$ cat config.mk
export PLATFORM = sky130hd
export DESIGN_NAME = traceroute_reply_classifier_unit
export DESIGN_NICKNAME = d
export VERILOG_FILES = /design/src/sv/trc_pkg.sv /design/src/sv/trc_capture.sv /design/src/sv/trc_classify.sv /design/src/sv/traceroute_reply_classifier_unit.sv
export SDC_FILE = /design/constraint.sdc
export NUM_CORES = 1
export LEC_CHECK = 0
export ABC_AREA = 1
export BUFFER_PORTS_ARGS = -buffer_cell sky130_fd_sc_hd__buf_2
export CORE_UTILIZATION = 55
export DETAILED_ROUTE_END_ITERATION = 12
export PLACE_DENSITY = 0.73
export SYNTH_ARGS = -nofsm -noshare
export SYNTH_HDL_FRONTEND = slang
export SYNTH_HIERARCHICAL = 1
export SYNTH_SLANG_ARGS = --single-unit
$ cat constraint.sdc
create_clock -name clk -period 7.17 [get_ports clk]
set_input_delay 2.151 -clock clk [delete_from_list [all_inputs] [get_ports clk]]
set_output_delay 2.151 -clock clk [all_outputs]
set_load 0.03 [all_outputs]
$ cat src/sv/trc_pkg.sv
// ----------------------------------------------------------------------------
// trc_pkg
// Shared types, constants and the unreachable-code marker table for the
// traceroute reply classifier.
// ----------------------------------------------------------------------------
package trc_pkg;

  // Offsets into the packet never exceed 131, so 8 bits carry them
  localparam int OFS_BITS = 8;

  // Configuration port
  localparam int CFG_INDEX_BITS = 2;
  localparam int CFG_DATA_BITS  = 16;
  localparam logic [CFG_INDEX_BITS-1:0] REG_PROBE_IDENT = 2'd0;
  localparam logic [CFG_INDEX_BITS-1:0] REG_PROBE_SEQ   = 2'd1;

  // Fixed protocol values
  localparam logic [7:0] UDP_PROTO          = 8'd17;
  localparam logic [7:0] TYPE_ECHO_REPLY    = 8'd0;
  localparam logic [7:0] TYPE_UNREACH       = 8'd3;
  localparam logic [7:0] TYPE_TIME_EXCEEDED = 8'd11;
  localparam logic [7:0] CODE_IN_TRANSIT    = 8'd0;
  localparam logic [7:0] UNREACH_PORT       = 8'd3;

  // Offsets relative to the outer header end
  localparam logic [OFS_BITS-1:0] OFS_CODE       = 8'd1;
  localparam logic [OFS_BITS-1:0] OFS_INNER_HDR  = 8'd8;
  localparam logic [OFS_BITS-1:0] OFS_INNER_PROT = 8'd17;

  // Marker codes
  localparam logic [3:0] MARK_NONE    = 4'd0;
  localparam logic [3:0] MARK_CLEARED = 4'd1;
  localparam logic [3:0] MARK_N       = 4'd2;
  localparam logic [3:0] MARK_H       = 4'd3;
  localparam logic [3:0] MARK_X       = 4'd4;
  localparam logic [3:0] MARK_P       = 4'd5;
  localparam logic [3:0] MARK_F       = 4'd6;
  localparam logic [3:0] MARK_S       = 4'd7;
  localparam logic [3:0] MARK_V       = 4'd8;
  localparam logic [3:0] MARK_C       = 4'd9;
  localparam logic [3:0] MARK_OTHER   = 4'd10;

  // Fields gathered from one packet, as seen including the current byte
  typedef struct packed {
    logic [7:0]  msg_type;
    logic [7:0]  msg_code;
    logic [7:0]  inner_protocol;
    logic [15:0] src_port;
    logic [15:0] dst_port;
    logic        complete;
  } fields_t;

  // One classification result
  typedef struct packed {
    logic       matched;
    logic       final_hop;
    logic       reached_destination;
    logic [3:0] mark;
  } result_t;

  // Marker for a destination-unreachable code
  function automatic logic [3:0] unreach_mark(input logic [7:0] code);
    logic [3:0] m;
    unique case (code)
      8'd0, 8'd6, 8'd8, 8'd11: m = MARK_N;
      8'd1, 8'd7, 8'd12:       m = MARK_H;
      8'd9, 8'd10, 8'd13:      m = MARK_X;
      8'd2:                    m = MARK_P;
      8'd3:                    m = MARK_CLEARED;
      8'd4:                    m = MARK_F;
      8'd5:                    m = MARK_S;
      8'd14:                   m = MARK_V;
      8'd15:                   m = MARK_C;
      default:                 m = MARK_OTHER;
    endcase
    return m;
  endfunction

endpackage

$ cat src/sv/trc_capture.sv
// ----------------------------------------------------------------------------
// trc_capture
// Byte counter and per-packet field capture. Presents the field view that
// includes the byte being processed; clears everything after the last byte.
// ----------------------------------------------------------------------------
module trc_capture #(
  parameter int COUNT_BITS = 16
) (
  input  logic             clk,
  input  logic             rst,
  input  logic             fire,
  input  logic [7:0]       pkt_byte,
  input  logic             pkt_last,
  output trc_pkg::fields_t fields
);
  import trc_pkg::*;

  localparam logic [COUNT_BITS-1:0] COUNT_MAX = {COUNT_BITS{1'b1}};

  logic [COUNT_BITS-1:0] byte_count;
  logic [5:0]            outer_header_len;
  logic [7:0]            msg_type_seen;
  logic [7:0]            msg_code_seen;
  logic [5:0]            inner_header_len;
  logic [7:0]            inner_protocol;
  logic [15:0]           quoted_src_port;
  logic [15:0]           quoted_dst_port;
  logic                  fields_complete;

  logic [COUNT_BITS-1:0] byte_count_next;
  logic [5:0]            outer_header_len_next;
  logic [7:0]            msg_type_seen_next;
  logic [7:0]            msg_code_seen_next;
  logic [5:0]            inner_header_len_next;
  logic [7:0]            inner_protocol_next;
  logic [15:0]           quoted_src_port_next;
  logic [15:0]           quoted_dst_port_next;
  logic                  fields_complete_next;

  logic [OFS_BITS-1:0]   ofs_type;
  logic [OFS_BITS-1:0]   ofs_inner;
  logic [OFS_BITS-1:0]   ofs_prot;
  logic [OFS_BITS-1:0]   ofs_quote;

  // Offset compares against the current byte position
  always_comb begin
    outer_header_len_next = (byte_count == '0) ? {pkt_byte[3:0], 2'b00} : outer_header_len;
    ofs_type  = OFS_BITS'(outer_header_len_next);
    ofs_inner = ofs_type + OFS_INNER_HDR;
    ofs_prot  = ofs_type + OFS_INNER_PROT;

    msg_type_seen_next = (byte_count == COUNT_BITS'(ofs_type)) ? pkt_byte : msg_type_seen;
    msg_code_seen_next = (byte_count == COUNT_BITS'(ofs_type + OFS_CODE)) ?
                         pkt_byte : msg_code_seen;
    inner_header_len_next = (byte_count == COUNT_BITS'(ofs_inner)) ?
                            {pkt_byte[3:0], 2'b00} : inner_header_len;
    inner_protocol_next = (byte_count == COUNT_BITS'(ofs_prot)) ? pkt_byte : inner_protocol;

    // Quoted UDP ports, high byte first
    ofs_quote = ofs_inner + OFS_BITS'(inner_header_len_next);
    quoted_src_port_next = quoted_src_port;
    quoted_dst_port_next = quoted_dst_port;
    if (byte_count == COUNT_BITS'(ofs_quote)) begin
      quoted_src_port_next = {pkt_byte, quoted_src_port[7:0]};
    end
    if (byte_count == COUNT_BITS'(ofs_quote + OFS_BITS'(1))) begin
      quoted_src_port_next = {quoted_src_port[15:8], pkt_byte};
    end
    if (byte_count == COUNT_BITS'(ofs_quote + OFS_BITS'(2))) begin
      quoted_dst_port_next = {pkt_byte, quoted_dst_port[7:0]};
    end
    if (byte_count == COUNT_BITS'(ofs_quote + OFS_BITS'(3))) begin
      quoted_dst_port_next = {quoted_dst_port[15:8], pkt_byte};
    end

    // All needed bytes seen once past both the protocol and the last port byte
    fields_complete_next = fields_complete |
                           ((byte_count >= COUNT_BITS'(ofs_prot)) &&
                            (byte_count >= COUNT_BITS'(ofs_quote + OFS_BITS'(3))));

    // Saturating position counter
    byte_count_next = (byte_count != COUNT_MAX) ? byte_count + COUNT_BITS'(1) : byte_count;
  end

  assign fields.msg_type       = msg_type_seen_next;
  assign fields.msg_code       = msg_code_seen_next;
  assign fields.inner_protocol = inner_protocol_next;
  assign fields.src_port       = quoted_src_port_next;
  assign fields.dst_port       = quoted_dst_port_next;
  assign fields.complete       = fields_complete_next;

  // Packet state: update per byte, clear after the last byte
  always_ff @(posedge clk) begin
    if (rst || (fire && pkt_last)) begin
      byte_count       <= '0;
      outer_header_len <= '0;
      msg_type_seen    <= '0;
      msg_code_seen    <= '0;
      inner_header_len <= '0;
      inner_protocol   <= '0;
      quoted_src_port  <= '0;
      quoted_dst_port  <= '0;
      fields_complete  <= 1'b0;
    end else if (fire) begin
      byte_count       <= byte_count_next;
      outer_header_len <= outer_header_len_next;
      msg_type_seen    <= msg_type_seen_next;
      msg_code_seen    <= msg_code_seen_next;
      inner_header_len <= inner_header_len_next;
      inner_protocol   <= inner_protocol_next;
      quoted_src_port  <= quoted_src_port_next;
      quoted_dst_port  <= quoted_dst_port_next;
      fields_complete  <= fields_complete_next;
    end
  end

endmodule

$ cat src/sv/trc_classify.sv
// ----------------------------------------------------------------------------
// trc_classify
// Decides whether the captured reply quotes the current probe and derives
// the final-hop flag, destination flag and unreachable marker.
// ----------------------------------------------------------------------------
module trc_classify (
  input  trc_pkg::fields_t fields,
  input  logic [15:0]      probe_ident_port,
  input  logic [15:0]      probe_seq_port,
  output trc_pkg::result_t result
);
  import trc_pkg::*;

  logic kind_ok;
  logic hit;
  logic is_unreach;

  // Accepted kinds: time exceeded in transit, unreachable, echo reply
  assign is_unreach = (fields.msg_type == TYPE_UNREACH);
  assign kind_ok = ((fields.msg_type == TYPE_TIME_EXCEEDED) &&
                    (fields.msg_code == CODE_IN_TRANSIT)) ||
                   is_unreach || (fields.msg_type == TYPE_ECHO_REPLY);

  assign hit = kind_ok && fields.complete && (fields.inner_protocol == UDP_PROTO) &&
               (fields.src_port == probe_ident_port) && (fields.dst_port == probe_seq_port);

  always_comb begin
    result.matched             = hit;
    result.final_hop           = hit && (fields.msg_type != TYPE_TIME_EXCEEDED);
    result.reached_destination = hit && is_unreach && (fields.msg_code == UNREACH_PORT);
    result.mark                = (hit && is_unreach) ? unreach_mark(fields.msg_code) : MARK_NONE;
  end

endmodule

$ cat src/sv/traceroute_reply_classifier_unit.sv
// ----------------------------------------------------------------------------
// traceroute_reply_classifier_unit
// Classifies a received IPv4 packet, streamed one byte per transfer, as a
// traceroute reply to the current probe; one result per packet.
//
//   Channel  | Handshake          | Payload
//   ---------+--------------------+----------------------------------------
//   in       | in_valid/in_stall  | packet_byte, last_byte
//   out      | out_valid/out_stall| matched, final_hop, reached_destination,
//            |                    | mark
//   cfg      | cfg_we             | cfg_index, cfg_data
//
// One byte per cycle sustained while out is not stalled. A last byte
// transfer loads the input register; from there the capture/classify logic
// loads the result register, which then offers the result. Reset is
// synchronous and clears the packet state and both probe registers. A stall
// on out holds the result register and the input register; in_stall rises
// only when both are full and out is stalled.
// ----------------------------------------------------------------------------
module traceroute_reply_classifier_unit #(
  parameter int COUNT_BITS = 16
) (
  input  logic                                clk,
  input  logic                                rst,
  // input bytes
  input  logic                                in_valid,
  output logic                                in_stall,
  input  logic [7:0]                          packet_byte,
  input  logic                                last_byte,
  // results
  output logic                                out_valid,
  input  logic                                out_stall,
  output logic                                matched,
  output logic                                final_hop,
  output logic                                reached_destination,
  output logic [3:0]                          mark,
  // configuration
  input  logic                                cfg_we,
  input  logic [trc_pkg::CFG_INDEX_BITS-1:0]  cfg_index,
  input  logic [trc_pkg::CFG_DATA_BITS-1:0]   cfg_data
);
  import trc_pkg::*;

  logic        in_reg_valid;
  logic [7:0]  in_reg_byte;
  logic        in_reg_last;
  logic [15:0] probe_ident_port;
  logic [15:0] probe_seq_port;
  logic        advance;
  logic        fire;
  fields_t     fields;
  result_t     result_next;
  result_t     result;

  // Pipeline control
  assign advance  = !out_valid || !out_stall;
  assign fire     = in_reg_valid && advance;
  assign in_stall = in_reg_valid && !advance;

  // Probe registers
  always_ff @(posedge clk) begin
    if (rst) begin
      probe_ident_port <= '0;
      probe_seq_port   <= '0;
    end else if (cfg_we) begin
      if (cfg_index == REG_PROBE_IDENT) begin
        probe_ident_port <= cfg_data;
      end
      if (cfg_index == REG_PROBE_SEQ) begin
        probe_seq_port <= cfg_data;
      end
    end
  end

  // Input register
  always_ff @(posedge clk) begin
    if (rst) begin
      in_reg_valid <= 1'b0;
    end else if (!in_stall) begin
      in_reg_valid <= in_valid;
    end
  end

  always_ff @(posedge clk) begin
    if (in_valid && !in_stall) begin
      in_reg_byte <= packet_byte;
      in_reg_last <= last_byte;
    end
  end

  trc_capture #(
    .COUNT_BITS (COUNT_BITS)
  ) u_capture (
    .clk      (clk),
    .rst      (rst),
    .fire     (fire),
    .pkt_byte (in_reg_byte),
    .pkt_last (in_reg_last),
    .fields   (fields)
  );

  trc_classify u_classify (
    .fields           (fields),
    .probe_ident_port (probe_ident_port),
    .probe_seq_port   (probe_seq_port),
    .result           (result_next)
  );

  // Result register
  always_ff @(posedge clk) begin
    if (rst) begin
      out_valid <= 1'b0;
    end else if (advance) begin
      out_valid <= fire && in_reg_last;
    end
  end

  always_ff @(posedge clk) begin
    if (fire && in_reg_last) begin
      result <= result_next;
    end
  end

  assign matched             = result.matched;
  assign final_hop           = result.final_hop;
  assign reached_destination = result.reached_destination;
  assign mark                = result.mark;

  // A new result only follows a processed last byte
  a_result_from_last: assert property (@(posedge clk) disable iff (rst)
    $rose(out_valid) |-> $past(in_reg_valid && in_reg_last))
    else $error("result appeared without a last byte");

  // Unmatched replies carry no flags and no marker
  a_unmatched_clean: assert property (@(posedge clk) disable iff (rst)
    (out_valid && !matched) |-> (!final_hop && !reached_destination && (mark == MARK_NONE)))
    else $error("unmatched reply with flags set");

  // Destination reached implies final hop with the cleared marker
  a_reached_consistent: assert property (@(posedge clk) disable iff (rst)
    (out_valid && reached_destination) |-> (matched && final_hop && (mark == MARK_CLEARED)))
    else $error("inconsistent destination result");

  // Any marker implies a final hop
  a_mark_final: assert property (@(posedge clk) disable iff (rst)
    (out_valid && (mark != MARK_NONE)) |-> final_hop)
    else $error("marker without final hop");

endmodule
==> summary.md <==
| Metric | Value |
|---|---|
| Final Total Pwr | 2.13 mW |
| WP data required | 7440 ps |
| # nets final | 1514 |
| Fin. max-slew vios | 0 |
| DP HPWL | 17200 µm |
| Row Count | 46 |
| Compound-Gate Fraction of Synth Area | 0.115 |
| Htree depth | 4 |
| Area fraction of the dominant cell type after synthesis | 0.267 |
| Initial antenna violation count | 0 |
| Root cell of the clock tree | clkbuf_16 |
| Vias | 8544 |
| Power per cell area | 213 nW/µm² |
| Outcome | finished, final reports clean |
| Vias in the first global route | 7504 |
| Clock Pin Slew Worst Setup and Hold Paths | 60 ps |
| Critical Path End | mark[0] |
| Distinct cells, synth | 47 |
| Max-slew headroom | 0.175 |
| Async S/R FF share, synth | 0 |
| Port-buffer cells | 40 |
| Achievable frequency | 153 MHz |
| GPL Wtd Cong | 0.953 |
| Largest net degree at the start of global routing | 60 |
| First-pass GRT wire length | 37400 µm |
| Hold Violations, Final | 0 |
| Vias/cell | 5.11 |
| CTS Hold Bufs | 0 |
| Ys Warns | 6 |
| Die Y | 129 µm |
| XOR/XNOR share of the synthesized area | 0.0293 |
| CP Class | flip-flop to flip-flop |
| CTS max path bufs | 2 |
| Die X | 129 µm |
| Post-Synth Adder-Cell Area | 0.0542 |
| Avg Synthesized Cell Area | 6.32 µm² |
| Worst vdd ir | 180 µV |
| Die area | 16700 µm² |
| Synth-to-layout area growth | 12.2% |
| Num CTS Buffers | 17 |
| Final cell count without fillers | 1673 |
| CTS tree | built |
| Crit-path max cell delay | 400 ps |
| Worst Setup End Kind | flip-flop |
| Synth top area cells | dfxtp_1 (27%), nand2_1 (14%), inv_1 (10%), nor2_1 (9.1%), edfxtp_1 (5.4%) |
| CORE AREA | 15800 µm² |
| Max FO, Critical Path | 10 |
| Post-Place Cells | 1639 |
| Max Clock Skew | 11.3 ps |
| Flop2flop setup slack | 610 ps |
| Worst Tran Pin Value | 1240 ps |
| Mapped Area | 8920 µm² |
| Crit-path slowest cell | ha_2 |
| CP Data Arrival Time | 6830 ps |
| IO Pins | 41 |
| Start point of the critical path | u_capture/byte_count[8] |
| Final setup fails | 0 |
| Drt wl/cell | 14.0 µm |
| Worst Setup Start Kind | flip-flop |
| Min cycle time layout | 6560 ps |
| RR Startpoint | u_capture/byte_count[8] |
| Main combinational cell family by area after synthesis | simple AND/OR/NAND/NOR gates |
| Post-synth EDFFs | 16 |
| Cells after synthesis | 1411 |
| Post-synthesis mux area share | 0 |
| Tcrit/Tclk final | 0.914 |
| Starting Density | 0.563 |
| Diodes inserted | 0 |
| Post-Synth Simple-Gate Area | 0.350 |
| Worst hold path class | flip-flop to flip-flop |
| Tot GR Track Use | 0.292 |
| Sequential-to-total area share from yosys stat | 0.321 |
| TNS Setup | 0 ps |
| Worst r2r dst | mark[0] |
| Synth Register Bits | 135 |
| Leakage | 5.03 nW |
| Clk sinks | 135 |
| Overflow after GRT | 0 |
| # fillers | 1475 |
| Most used cell along the critical path | nand2_1 |
| Max Cap Violations | 0 |
| RSZ-0062 raised after global routing | false |
| DRC | 0 |
| Post-route ant nets | 0 |
| Dominant synthesized flop cell | dfxtp_1 |
| Final wirelength | 23400 µm |
| Worst skew pair latency | 420 ps |
| Reg2reg path depth | 48 |
| Pre-antenna DRT Iters | 5 |
| Syn_nets | 1481 |
| Synth area leader | dfxtp_1 |
| Iteration-0 DRC count of the detailed router | 706 |
| Share of layout cells above drive strength 1 | 0.112 |
-- routing by layer --
| metal | vias to the layer above | global-route usage | routed length (µm) |
|---|---|---|---|
| met1 | 3806 | 0.403 | 10900 |
| met5 | - | 0 | 0 |
| met2 | 246 | 0.456 | 10500 |
| met4 | 0 | 0.0948 | 435 |
| li1 | 4460 | - | - |
| met3 | 32 | 0.0607 | 1600 |
-- Yosys cell counts, types with 2 or more instances --
cell      count
nor3b_1       6
nor4_1        3
dfxtp_1     119
nor2_2       10
nand2_2      15
buf_1         2
buf_6         3
nor2_4        4
buf_4         6
edfxtp_1     16
buf_2        14
a211oi_1      5
nand3b_1      3
nand2_1     331
o21ai_1      19
nand3_2       2
ha_1         37
xor2_1       20
nand3_4       2
a21oi_1      66
xnor2_1       8
clkbuf_1     22
nor2_1      215
inv_2         6
nand4_1       8
nand3_1      91
nand2_4       5
o21ai_0      93
o211ai_1      4
inv_1       239
nor3_1       20
o21a_1        2
-- how the worst min path moves through the flow --
| stage | start | to | slack (ps) | cells past startpoint |
|---|---|---|---|---|
| after global placement | u_capture/fields_complete | u_capture/fields_complete | 450 | 2 |
| after detailed placement | u_capture/fields_complete | u_capture/fields_complete | 460 | 2 |
| final | u_capture/byte_count[15] | u_capture/byte_count[15] | 480 | 2 |
| after CTS | u_capture/byte_count[15] | u_capture/byte_count[15] | 480 | 2 |
| after global routing | u_capture/outer_header_len[1] | u_capture/outer_header_len[1] | 490 | 2 |
| after floorplan | u_capture/outer_header_len[1] | u_capture/outer_header_len[1] | 430 | 2 |
-- cell families (layout without fill, tap and decap cells) --
group           after synthesis  count (layout)
compound gates              195             195
flops                       135             135
fa+ha+maj                    38              38
simple gates                721             721
xor+xnor                     29              29
other cells                   1               1
buf+inv                     292             338
-- sequential cells by signal, summed over array words and instances (netlist names), 8 cells and up --
signal                     flops
in_reg_byte                    8
probe_seq_port                16
u_capture/byte_count          16
u_capture/msg_code_seen        8
u_capture/msg_type_seen        8
u_capture/inner_protocol       8
probe_ident_port              16
u_capture/quoted_dst_port     16
u_capture/quoted_src_port     16
-- critical path: cells and delay by family (launching register included) --
kind,cells,cell delay (ps)
buf+inv,5,610
compound gates,4,480
flops,1,390
simple gates,36,3960
fa+ha+maj,3,920
-- cell usage in the layout (no fill, tap or decap), drive strengths merged, types with 3 or more instances in the layout --
cell,netlist,layout
a211oi,5,5
a21oi,66,66
buf,25,61
clkbuf,22,21
clkinv,0,7
dfxtp,119,119
edfxtp,16,16
ha,37,37
inv,245,246
nand2,351,351
nand3,95,95
nand3b,4,4
nand4,8,8
nor2,230,230
nor3,20,20
nor3b,7,7
nor4,3,3
o211ai,4,4
o21ai,113,113
xnor2,8,8
xor2,21,21
-- what timing repair did --
action	CTS	global route
buffers inserted	0	2
resized for setup	0	25
endpoints found under the setup margin	0	7
-- where the power goes --
part | internal (mW) | leakage [nW] | total (mW) | switching, mW
clock | 0.539 | 0.293 | 0.875 | 0.336
combinational | 0.144 | 3.61 | 0.433 | 0.288
sequential | 0.802 | 1.13 | 0.826 | 0.0242
-- area by class of cell --
class	instances	area, µm²	share of cell area
flip-flops and latches	135	2860	0.286
clock inverters	11	123	0.0123
well taps	216	270	0.0270
inverters	245	920	0.0919
clock buffers	21	470	0.0470
multi-input cells	984	5000	0.500
repair buffers	61	358	0.0358
-- through the flow --
step,instance area (µm²),utilization,setup WS [ps],hold WS (ps)
after global placement,9300,0.588,428,453
after detailed placement,9300,0.588,319,464
after CTS,9900,0.625,190,478
after floorplan,8920,-,745,434
after global routing,10000,0.632,10.4,494
final,10000,0.632,614,476
No activity file was read; power rests on OpenSTA's default activity.
